## src/rtl/core/dtc_pkg.sv

```systemverilog
// Shared types, constants and the modular reduction helper of the domino tiling counter.
// Used by dtc_front, dtc_queue, dtc_back, domino_tiling_counter_core and the bench; no dependencies.
package dtc_pkg;

  localparam int unsigned LenW  = 16;
  localparam int unsigned CntW  = 30;

  // The modulus and 2^30 mod the modulus, used to fold high bits back down.
  localparam logic [CntW-1:0] Prime     = 30'd1000000007;
  localparam logic [CntW-1:0] FoldK     = 30'd73741817;
  localparam logic [LenW:0]   LengthMax = 17'd65535;

  typedef enum logic [1:0] {
    MODE_CONST = 2'd0,
    MODE_W3    = 2'd1,
    MODE_W4    = 2'd2,
    MODE_W5    = 2'd3
  } mode_e;

  typedef struct packed {
    mode_e             mode;
    logic [LenW-1:0]   steps;
    logic [CntW-1:0]   value;
  } cmd_t;

  // Reduces any 33-bit value modulo the prime: one fold of the top three bits,
  // which leaves less than twice the prime, then one compare and subtract.
  function automatic logic [CntW-1:0] fold33(input logic [32:0] x);
    logic [30:0] prod;
    logic [30:0] v;
    prod = 31'(x[32:30]) * 31'(FoldK);
    v    = {1'b0, x[29:0]} + prod;
    if (v >= {1'b0, Prime}) begin
      v = v - {1'b0, Prime};
    end
    return v[CntW-1:0];
  endfunction

endpackage

```

## src/rtl/core/dtc_front.sv

```systemverilog
// Front end of the domino tiling counter: accepts a board and classifies it into a command.
// Depends on dtc_pkg.
module dtc_front (
  input  logic                     in_valid_i,
  output logic                     in_stall_o,
  input  logic [2:0]               board_width_i,
  input  logic [dtc_pkg::LenW-1:0] board_length_i,
  input  logic                     queue_full_i,
  output logic                     push_o,
  output dtc_pkg::cmd_t            cmd_o
);
  import dtc_pkg::*;

  logic              odd;
  logic [LenW-2:0]   half;
  logic              bad_len;

  assign odd     = board_length_i[0];
  assign half    = board_length_i[LenW-1:1];
  assign bad_len = (board_length_i == '0) || ({1'b0, board_length_i} > LengthMax);

  assign in_stall_o = queue_full_i;
  assign push_o     = in_valid_i && !queue_full_i;

  always_comb begin
    cmd_o.mode  = MODE_CONST;
    cmd_o.steps = '0;
    cmd_o.value = '0;
    if (!bad_len) begin
      unique case (board_width_i)
        3'd3: begin
          if (!odd) begin
            cmd_o.mode  = MODE_W3;
            cmd_o.steps = {1'b0, half} - 16'd1;
          end
        end
        3'd4: begin
          if (board_length_i == 16'd1) begin
            cmd_o.value = 30'd1;
          end else begin
            cmd_o.mode  = MODE_W4;
            cmd_o.steps = board_length_i - 16'd2;
          end
        end
        3'd5: begin
          if (!odd) begin
            if (half == 15'd1) begin
              cmd_o.value = 30'd8;
            end else if (half == 15'd2) begin
              cmd_o.value = 30'd95;
            end else if (half == 15'd3) begin
              cmd_o.value = 30'd1183;
            end else begin
              cmd_o.mode  = MODE_W5;
              cmd_o.steps = {1'b0, half} - 16'd3;
            end
          end
        end
        default: begin
          cmd_o.mode = MODE_CONST;
        end
      endcase
    end
  end

endmodule

```

## src/rtl/core/dtc_queue.sv

```systemverilog
// Two-entry command queue between the front end and the recurrence engine.
// Depends on dtc_pkg.
module dtc_queue (
  input  logic          clk_i,
  input  logic          rst_ni,
  input  logic          push_i,
  input  dtc_pkg::cmd_t cmd_i,
  output logic          full_o,
  input  logic          pop_i,
  output logic          valid_o,
  output dtc_pkg::cmd_t cmd_o
);
  import dtc_pkg::*;

  cmd_t       entry_q [2];
  logic       wr_ptr_q, wr_ptr_d;
  logic       rd_ptr_q, rd_ptr_d;
  logic [1:0] count_q, count_d;
  logic       do_pop;

  assign full_o  = (count_q == 2'd2);
  assign valid_o = (count_q != 2'd0);
  assign cmd_o   = entry_q[rd_ptr_q];
  assign do_pop  = pop_i && valid_o;

  always_comb begin
    wr_ptr_d = wr_ptr_q ^ push_i;
    rd_ptr_d = rd_ptr_q ^ do_pop;
    count_d  = count_q + 2'(push_i) - 2'(do_pop);
  end

  always_ff @(posedge clk_i or negedge rst_ni) begin
    if (!rst_ni) begin
      wr_ptr_q <= 1'b0;
      rd_ptr_q <= 1'b0;
      count_q  <= 2'd0;
    end else begin
      wr_ptr_q <= wr_ptr_d;
      rd_ptr_q <= rd_ptr_d;
      count_q  <= count_d;
    end
  end

  always_ff @(posedge clk_i) begin
    if (push_i) begin
      entry_q[wr_ptr_q] <= cmd_i;
    end
  end

endmodule

```

## src/rtl/core/dtc_back.sv

```systemverilog
// Recurrence engine of the domino tiling counter with its output register.
// Depends on dtc_pkg.
module dtc_back (
  input  logic                     clk_i,
  input  logic                     rst_ni,
  input  logic                     cmd_valid_i,
  input  dtc_pkg::cmd_t            cmd_i,
  output logic                     cmd_pop_o,
  output logic                     out_valid_o,
  input  logic                     out_stall_i,
  output logic [dtc_pkg::CntW-1:0] tiling_count_o
);
  import dtc_pkg::*;

  typedef enum logic [2:0] {
    S_IDLE = 3'b001,
    S_RUN  = 3'b010,
    S_EMIT = 3'b100
  } state_e;

  state_e            state_q, state_d;
  mode_e             mode_q, mode_d;
  logic [LenW-1:0]   steps_q, steps_d;
  logic [1:0]        phase_q, phase_d;
  logic [CntW-1:0]   r_q [5];
  logic [CntW-1:0]   r_d [5];
  logic [35:0]       t_q, t_d;
  logic [CntW-1:0]   result_q, result_d;
  logic              out_valid_q, out_valid_d;
  logic [CntW-1:0]   count_q, count_d;
  logic              out_free;
  logic [35:0]       s13;

  assign out_free       = !out_valid_q || !out_stall_i;
  assign out_valid_o    = out_valid_q;
  assign tiling_count_o = count_q;
  assign s13            = 36'(r_q[1]) + 36'(r_q[3]);

  always_comb begin
    state_d     = state_q;
    mode_d      = mode_q;
    steps_d     = steps_q;
    phase_d     = phase_q;
    r_d         = r_q;
    t_d         = t_q;
    result_d    = result_q;
    count_d     = count_q;
    out_valid_d = out_valid_q && out_stall_i;
    cmd_pop_o   = 1'b0;

    unique case (state_q)
      S_IDLE: begin
        if (cmd_valid_i) begin
          cmd_pop_o = 1'b1;
          mode_d    = cmd_i.mode;
          steps_d   = cmd_i.steps;
          result_d  = cmd_i.value;
          phase_d   = 2'd0;
          case (cmd_i.mode)
            MODE_W3: begin
              r_d[0] = 30'd3;
              r_d[1] = 30'd1;
            end
            MODE_W4: begin
              r_d[0] = 30'd1;
              r_d[1] = 30'd5;
              r_d[2] = 30'd1;
              r_d[3] = 30'd0;
              r_d[4] = 30'd1;
            end
            MODE_W5: begin
              r_d[0] = 30'd1;
              r_d[1] = 30'd8;
              r_d[2] = 30'd95;
              r_d[3] = 30'd1183;
            end
            default: begin
              r_d = r_q;
            end
          endcase
          state_d = (cmd_i.mode == MODE_CONST) ? S_EMIT : S_RUN;
        end
      end

      S_RUN: begin
        if (steps_q == '0) begin
          case (mode_q)
            MODE_W3: result_d = r_q[0];
            MODE_W4: result_d = r_q[1];
            default: result_d = r_q[3];
          endcase
          state_d = S_EMIT;
        end else begin
          case (mode_q)
            MODE_W3: begin
              // g' = f + g and f' = f + 2g' = 3f + 2g.
              r_d[1]  = fold33(33'(r_q[0]) + 33'(r_q[1]));
              r_d[0]  = fold33((33'(r_q[0]) << 1) + 33'(r_q[0]) + (33'(r_q[1]) << 1));
              steps_d = steps_q - 16'd1;
            end
            MODE_W4: begin
              // The new term expands to fcur + 4 fprev + 2 g1 + g2a before reduction.
              r_d[0]  = r_q[1];
              r_d[1]  = fold33(33'(r_q[1]) + (33'(r_q[0]) << 2) + (33'(r_q[2]) << 1)
                               + 33'(r_q[3]));
              r_d[2]  = fold33(33'(r_q[0]) + 33'(r_q[2]));
              r_d[3]  = r_q[4];
              r_d[4]  = fold33(33'(r_q[0]) + 33'(r_q[3]));
              steps_d = steps_q - 16'd1;
            end
            MODE_W5: begin
              case (phase_q)
                2'd0: begin
                  // Negative terms enter as multiples of (prime - x), so the sum stays
                  // positive and below 63 times the prime.
                  t_d = (s13 << 4) - s13
                      + ((36'(Prime) - 36'(r_q[2])) << 5)
                      + (36'(Prime) - 36'(r_q[0]));
                  phase_d = 2'd1;
                end
                2'd1: begin
                  t_d     = 36'(t_q[35:30]) * 36'(FoldK) + 36'(t_q[29:0]);
                  phase_d = 2'd2;
                end
                default: begin
                  r_d[0]  = r_q[1];
                  r_d[1]  = r_q[2];
                  r_d[2]  = r_q[3];
                  r_d[3]  = fold33(t_q[32:0]);
                  steps_d = steps_q - 16'd1;
                  phase_d = 2'd0;
                end
              endcase
            end
            default: begin
              state_d = S_EMIT;
            end
          endcase
        end
      end

      S_EMIT: begin
        if (out_free) begin
          out_valid_d = 1'b1;
          count_d     = result_q;
          state_d     = S_IDLE;
        end
      end

      default: begin
        state_d = S_IDLE;
      end
    endcase
  end

  always_ff @(posedge clk_i or negedge rst_ni) begin
    if (!rst_ni) begin
      state_q     <= S_IDLE;
      out_valid_q <= 1'b0;
      phase_q     <= 2'd0;
    end else begin
      state_q     <= state_d;
      out_valid_q <= out_valid_d;
      phase_q     <= phase_d;
    end
  end

  always_ff @(posedge clk_i) begin
    mode_q   <= mode_d;
    steps_q  <= steps_d;
    r_q      <= r_d;
    t_q      <= t_d;
    result_q <= result_d;
    count_q  <= count_d;
  end

endmodule

```

## src/rtl/core/domino_tiling_counter_core.sv

```systemverilog
// The recurrence engine does one step per cycle for widths 3 and 4; for width 5 each step
// forms a sum below 63 times the prime, folds its top bits, then reduces the fold fully
// and shifts in the new term. Fixed answers skip the recurrence.
// Throughput: one board per engine run; a two-entry queue takes boards meanwhile.
// Reset: asynchronous, active low; clears the queue, engine state and output valid.
module domino_tiling_counter_core (
  input  logic                     clk_i,
  input  logic                     rst_ni,
  input  logic                     in_valid_i,
  output logic                     in_stall_o,
  input  logic [2:0]               board_width_i,
  input  logic [dtc_pkg::LenW-1:0] board_length_i,
  output logic                     out_valid_o,
  input  logic                     out_stall_i,
  output logic [dtc_pkg::CntW-1:0] tiling_count_o
);
  import dtc_pkg::*;

  // Command from the classifier into the queue, and from the queue into the engine.
  cmd_t front_cmd;
  cmd_t queue_cmd;
  logic push;
  logic queue_full;
  logic queue_valid;
  logic pop;

  // The front end classifies each board the cycle it is offered: odd areas, zero lengths,
  // unknown widths, width-4 boards of length 1 and short width-5 boards become fixed
  // answers, everything else becomes a step count for the matching recurrence.
  dtc_front u_front (
    .in_valid_i     (in_valid_i),
    .in_stall_o     (in_stall_o),
    .board_width_i  (board_width_i),
    .board_length_i (board_length_i),
    .queue_full_i   (queue_full),
    .push_o         (push),
    .cmd_o          (front_cmd)
  );

  // The queue decouples input transfers from the long-running engine.
  dtc_queue u_queue (
    .clk_i   (clk_i),
    .rst_ni  (rst_ni),
    .push_i  (push),
    .cmd_i   (front_cmd),
    .full_o  (queue_full),
    .pop_i   (pop),
    .valid_o (queue_valid),
    .cmd_o   (queue_cmd)
  );

  // The engine keeps only the last few terms of the recurrence and reduces each
  // update modulo the prime; its output register lets it finish the next board's
  // answer, fixed or computed, while a result still waits for transfer.
  dtc_back u_back (
    .clk_i          (clk_i),
    .rst_ni         (rst_ni),
    .cmd_valid_i    (queue_valid),
    .cmd_i          (queue_cmd),
    .cmd_pop_o      (pop),
    .out_valid_o    (out_valid_o),
    .out_stall_i    (out_stall_i),
    .tiling_count_o (tiling_count_o)
  );

  // The engine only takes a command that the queue actually holds.
  a_pop_has_data: assert property (@(posedge clk_i) disable iff (!rst_ni)
    pop |-> queue_valid)
    else $error("engine popped an empty queue");

  // After a board is transferred, the queue holds a command for the engine on the next cycle.
  a_push_lands: assert property (@(posedge clk_i) disable iff (!rst_ni)
    push |=> queue_valid)
    else $error("transferred board missing from queue");

  // Every result is fully reduced.
  a_reduced: assert property (@(posedge clk_i) disable iff (!rst_ni)
    out_valid_o |-> (tiling_count_o < Prime))
    else $error("result not reduced modulo the prime");

endmodule

```

## config.mk

```make
export PLATFORM = sky130hd
export DESIGN_NAME = domino_tiling_counter_core
export DESIGN_NICKNAME = d
export VERILOG_FILES = /design/src/rtl/core/dtc_pkg.sv /design/src/rtl/core/dtc_front.sv /design/src/rtl/core/dtc_queue.sv /design/src/rtl/core/dtc_back.sv /design/src/rtl/core/domino_tiling_counter_core.sv
export SDC_FILE = /design/constraint.sdc
export NUM_CORES = 2
export LEC_CHECK = 0
export BUFFER_PORTS_ARGS = -buffer_cell sky130_fd_sc_hd__clkbuf_2
export CAP_MARGIN = 20
export CORE_MARGIN = 8
export CORE_UTILIZATION = 53
export CTS_CLUSTER_SIZE = 28
export DETAILED_ROUTE_END_ITERATION = 7
export GPL_ROUTABILITY_DRIVEN = 0
export PLACE_DENSITY = 0.69
export SLEW_MARGIN = 10
export SYNTH_ARGS = -nofsm -noshare
export SYNTH_HDL_FRONTEND = slang
export SYNTH_HIERARCHICAL = 1
export SYNTH_SLANG_ARGS = --single-unit
```

## constraint.sdc

```tcl
create_clock -name clk_i -period 15.05 [get_ports clk_i]
set_input_delay 0.7525 -clock clk_i [delete_from_list [all_inputs] [get_ports clk_i]]
set_output_delay 0.7525 -clock clk_i [all_outputs]
set_load 0.01 [all_outputs]
```

* Word level (Yosys, flattened, before mapping)
Memory sizes are Yosys's and may differ from the RTL's. Index checks and enable logic that the tools add are counted.
Word-level totals: memories 1, logic and storage cells 182, register bits 274, memory bits (writable) 96
Operators by class: reductions and logical operators 27, multiply operators 7, muxes and demuxes 57, $add $sub $neg 33, order comparisons 6, bitwise operators 3, equality and inequality tests 32
Memories:
- u_queue.entry_q | words 2, bits a word 48, rd ports 1, clocked after Yosys merged registers in 0, write ports 1, line dtc_queue.sv:15 | cmd_t entry_q [2];
Operator list (number):
- 30-bit 2-to-1 mux | 12
- 60-bit case mux with 3 select lines | 2
- 30-bit by 30-bit adder with 31-bit output | 10
- 150-bit 2-to-1 mux | 2
- 150-bit case mux with 2 select lines | 1
- 60-bit case mux with 2 select lines | 2
- 31-bit by 30-bit greater-or-equal comparator with 1-bit output, second input constant | 6
- 3-bit by 27-bit multiplier with 30-bit output, second input constant | 6
- 30-bit case mux with 2 select lines | 3
- 30-bit subtractor, second input constant | 6
- 120-bit 2-to-1 mux | 1
- 48-bit 2-to-1 mux | 2
- 36-bit adder | 2
- 18-bit 2-to-1 mux | 4
- 36-bit case mux with 2 select lines | 1
- 33-bit by 31-bit adder with 33-bit output | 2
- 16-bit case mux with 2 select lines | 2
- 30-bit by 30-bit subtractor with 31-bit output, first input constant | 2
- 16-bit 2-to-1 mux | 3
- 16-bit case mux with 3 select lines | 1
- 36-bit subtractor | 1
- 33-bit by 30-bit adder with 34-bit output | 1
- 30-bit by 32-bit adder with 33-bit output | 1
- 33-bit by 30-bit adder with 33-bit output | 1
- 46 further kinds | 91

* Logic depth before layout (Yosys ltp)
word-level depth 10, mapped depth 44, mapped depth without buffers 43

* Hierarchy
The synthesis kept the hierarchy.
Modules (own cells, without submodules):
- dtc_back | instances 1, cells an instance 5285, area an instance 44104.8 sq um, sequential area each 8079.0 sq um
- dtc_queue | instances 1, cells an instance 167, area an instance 3721.1 sq um, sequential area each 2982.9 sq um
- dtc_front | instances 1, cells an instance 195, area an instance 1302.5 sq um, sequential area each 0.0 sq um

* Worst setup path after synthesis
No wires, ideal clock.
kind register -> register, from register u_back/r_q[93] (netlist bit), to register u_back/r_q[115] (netlist bit), data pin, data required time 14.775 ns, cell stages (with the launch flop) 44, buffers on the path 1, arrival 9.655 ns, slack 5.120 ns, library setup time 0.275 ns, path through edfxtp_1 inv_1 fa_1 fa_1 inv_1 ha_1 a21o_1 a21oi_1 o21bai_1 a21oi_1 o21bai_1 a21oi_1 nor2b_1 o21a_1 o41a_1 a31oi_1 a21o_1 o21ai_0 [8 not listed] inv_1 ha_1 nor2_1 nor2b_1 o21a_1 and4_1 o311ai_1 a21boi_0 or3_1 a21oi_1 xnor2_1 a211oi_1 o41ai_2 clkbuf_1 nand2_1 nor2_1 xor2_1 o221ai_1
Between the ends: cells in the longest elaborated chain, start to end 10
RTL lines:
- start, declared | line dtc_back.sv:25 | logic [CntW-1:0] r_q [5];
- start signal, assigned | line dtc_back.sv:171 | r_q <= r_d;
- 30-bit by 32-bit adder with 33-bit output | line dtc_back.sv:104 | r_d[1] = fold33(33'(r_q[1]) + (33'(r_q[0]) << 2) + (33'(r_q[2]) << 1)
- 33-bit by 31-bit adder with 33-bit output | line dtc_back.sv:104
- 33-bit by 30-bit adder with 33-bit output | line dtc_back.sv:105 | + 33'(r_q[3]));
- 3-bit by 27-bit multiplier with 30-bit output | line dtc_pkg.sv:31 | prod = 31'(x[32:30]) * 31'(FoldK);
- 30-bit by 30-bit adder with 31-bit output | line dtc_pkg.sv:32 | v = {1'b0, x[29:0]} + prod;
- 30-bit subtractor or 31-bit by 30-bit greater-or-equal comparator with 1-bit output (tied branches) | line dtc_pkg.sv:34, dtc_pkg.sv:33
- 30-bit 2-to-1 mux | line dtc_pkg.sv:33 | if (v >= {1'b0, Prime}) begin
- 60-bit case mux with 3 select lines (*) | line dtc_back.sv:94 | case (mode_q)
- 150-bit 2-to-1 mux (*) | line dtc_back.sv:86 | if (steps_q == '0) begin
- 150-bit case mux with 2 select lines (*) | line dtc_back.sv:51 | unique case (state_q)
Mark *: on every way between the ends. The rest lies on a longest branch, timed or not. The select of a mux whose other input is x is not followed. A chain may end at the register's enable or synchronous reset.

* Worst setup path after layout
from register u_back/r_q[121] (netlist bit), to register u_back/r_q[128] (netlist bit), data pin
Between the ends: cells in the longest elaborated chain, start to end 9
RTL lines:
- 31-bit by 30-bit adder with 32-bit output (*) | line dtc_back.sv:98 | r_d[0] = fold33((33'(r_q[0]) << 1) + 33'(r_q[0]) + (33'(r_q[1]) << 1));
- 33-bit by 31-bit adder with 33-bit output (*) | line dtc_back.sv:98
- 3-bit by 27-bit multiplier with 30-bit output | line dtc_pkg.sv:31
- 30-bit by 30-bit adder with 31-bit output (*) | line dtc_pkg.sv:32
- 30-bit subtractor or 31-bit by 30-bit greater-or-equal comparator with 1-bit output (tied branches) | line dtc_pkg.sv:34, dtc_pkg.sv:33
- 30-bit 2-to-1 mux (*) | line dtc_pkg.sv:33
- 60-bit case mux with 3 select lines (*) | line dtc_back.sv:94
- 150-bit 2-to-1 mux (*) | line dtc_back.sv:86
- 150-bit case mux with 2 select lines (*) | line dtc_back.sv:51
Marks and branches as above.

==> results.toml <==
[sta]
fin_crit_sh_pct = 75.2
clock_skew_ps = 19.3
hold_viol_final = 0
slew_headroom_pct = 16.8
tightest_slew_ps = 1250
setup_violations = 0
fmax_mhz = 88.3
fin_crit_ps = 11320
drv_slew = 0
setup_slack_ps = 3730
tns_ps = 0
rsz0062_at_grt = "no"

[cts]
cts_made_buffers = 46
cts_setup_buffers = 0
cts.sinks = 370
cts_resized = 0
clk_latency_ps = 620
clockBufferDepth = 3
root_buffer = "clkbuf_16"
cts_hold_buffers = 0
cts_max_level = 2
path_clk_slew_ps = 60
cts_tree = "done"

[grt]
grt_pass1_vias = 41485
antenna_found_initial = 9
grt_pass1_wl_um = 243000
track_usage_pct = 29.9
grt_max_degree = 65
grt_overflow = 0

[floorplanning]
fp.dieW_um = 320
rows = 111
die_area_um2 = 103000
num_io_pins = 55
fp.dieH_um = 320
initial_core_util_pct = 53.5
core_um2 = 91800

[drt]
detail-route-antenna-nets = 0
via_per_inst = 6.26
firstDrtPassIters = 6
dr.first_iter.drc_count = 4016
wl_um = 158000
drc_errors = 0
wl_per_cell_um = 22.7
vias = 43587

[finish]
drive_above_1_share_pct = 6.52
syn2layout_area_growth_pct = 6.93
final_nets = 6454
post-route-cell-area_um2 = 52500
final_core_util_pct = 57.2

[worst_setup_path]
slowest_delay_ps = 920
worstSetupStartpoint = "u_back/r_q[121]"
crit_type = "register to register"
cp_slowest_cell = "xor2_1"
cp.required_ps = 15380
start_kind = "register"
cpLargestDelayFamily = "compound AO/OA/AOI/OAI gates"
crit_path_end = "u_back/r_q[128]"
timing.rr.end = "u_back/r_q[128]"
reg2regPathDepth = 37
ff2ff_setup_slack_ps = 3730
crit_fanout = 31
path_depth = 37
end_kind = "register"
rr_startpoint = "u_back/r_q[121]"
worstPathArrival_ps = 11650
cp_num_buf_inv = 3

[place]
dp_hpwl_um = 124000
dpl_worst_slack_ps = 3990
place_area_um2 = 50900
portBuffers = 54

[synthesis]
async_flop_share_pct = 2.70
synth_area_per_cell_um2 = 8.70
synth_top_cell_by_area = "edfxtp_1"
synth-seq-area-share_pct = 22.5
synth_area_leaders = "edfxtp_1 22%, ha_1 13%, fa_1 9.7%, xnor2_1 6.7%, inv_1 4.3%"
ys_seq_elements = 370
syn_area_um2 = 49100
synthCells = 5647
synth-edff-count = 360
yosysWarnings = 6
synth_cell_types = 124
netlist.area_leader.share_pct = 22.0
synth_ff_type = "edfxtp_1"

[flow_run]
maxCapViolations = 0

[hold_path]
hold_path_class = "input port to asynchronous set/reset pin"

[run_status]
outcome = "complete, no violations"
-- synthesized netlist by cell type (19+ instances only) --
cell type and instances:
o211ai_1 50, xnor2_1 376, fa_1 238, a22oi_1 44, o21ai_0 369, ha_1 511
nor2b_1 60, buf_4 30, o22ai_1 31, xor2_1 175, nor3_1 145, mux2_2 41
a21oi_1 355, clkbuf_1 106, nor2_1 375, or3_1 48, nand3_1 115, nand2b_1 68
or2_2 29, and3_1 51, and2_1 49, a31oi_1 61, nand4_1 39, o21bai_1 63
o221ai_1 29, a211oi_1 59, a21o_1 131, mux2i_1 20, inv_1 564, nand2_1 470
o31ai_1 30, a21boi_0 20, nor3b_1 25, nor4_1 27, edfxtp_1 360, o31a_1 19
o21a_1 49
-- stage by stage --
step	std cells	hold slack, ps
3_3_place_gp	6877	402
3_5_place_dp	6877	405
4_1_cts	6960	4.66
5_1_grt	6960	20.8
2_1_floorplan	5668	400
6_report	6964	16.5
-- cells in the final DEF (no fill, tap or decap), drive strengths merged, types with 68 or more instances in the layout --
cell    instances
inv           567
ha            511
nand2         470
o21ai         384
xnor2         378
nor2          376
edfxtp        360
a21oi         357
fa            238
xor2          177
nor3          148
a21o          132
nand3         116
clkbuf        110
buf            80
nand2b         68
-- worst min path at each step --
stage / from / end / slack (ps) / depth (start not counted)
finish: rst_ni / u_back/phase_q[1] / 20 / 1
global route: rst_ni / u_queue/wr_ptr_q / 20 / 1
CTS: rst_ni / u_back/out_valid_o / 5 / 1
detailed placement: u_back/result_q[13] / u_back/tiling_count_o[13] / 410 / 0
global placement: u_back/result_q[0] / u_back/tiling_count_o[0] / 400 / 0
floorplan: u_back/result_q[0] / u_back/tiling_count_o[0] / 400 / 0
-- layer usage --
metal	share of wire [%]	track usage [%]	wire [um]
met1	40	38.4	63000
met2	44	47.6	69500
met3	9.0	5.19	14300
met4	7.2	16.9	11400
met5	0.035	0	55
-- registers in the layout (all words and copies together), names as in the netlist --
name,cells
u_back/t_q,36
u_queue/count_q,2
u_back/out_valid_o,1
u_back/phase_q,2
u_queue/wr_ptr_q,1
u_back/r_q,150
u_back/steps_q,16
u_back/mode_q,2
u_queue/entry_q,96
u_back/tiling_count_o,30
u_queue/rd_ptr_q,1
u_back/state_q,3
u_back/result_q,30
-- kinds of logic (layout without fill, tap and decap cells) --
kind of cell             after synthesis  in the layout  share of synthesized area (%)
buffers and inverters                733            782                           5.94
adder cells (fa/ha/maj)              751            751                           22.8
XOR/XNOR                             556            556                           10.0
multiplexers                          71             71                           1.65
AND/OR/NAND/NOR                     1592           1592                           15.8
flip-flops                           370            370                           22.5
other                                  1             26                        0.00763
AO/OA/AOI/OAI                       1573           1573                           21.3
-- final cells by class --
cell class / instances / area, um^2
clock buffer: 56 / 1240
multi-input combinational: 4565 / 35300
tap: 1243 / 1560
sequential: 370 / 11100
clock inverter: 27 / 348
antenna: 4 / 10.0
fill: 8303 / 39300
timing repair buffer: 134 / 871
inverter: 565 / 2120
Power is not shown: default switching activity piles up to over one toggle a cycle in this logic, so the estimate is an artifact.
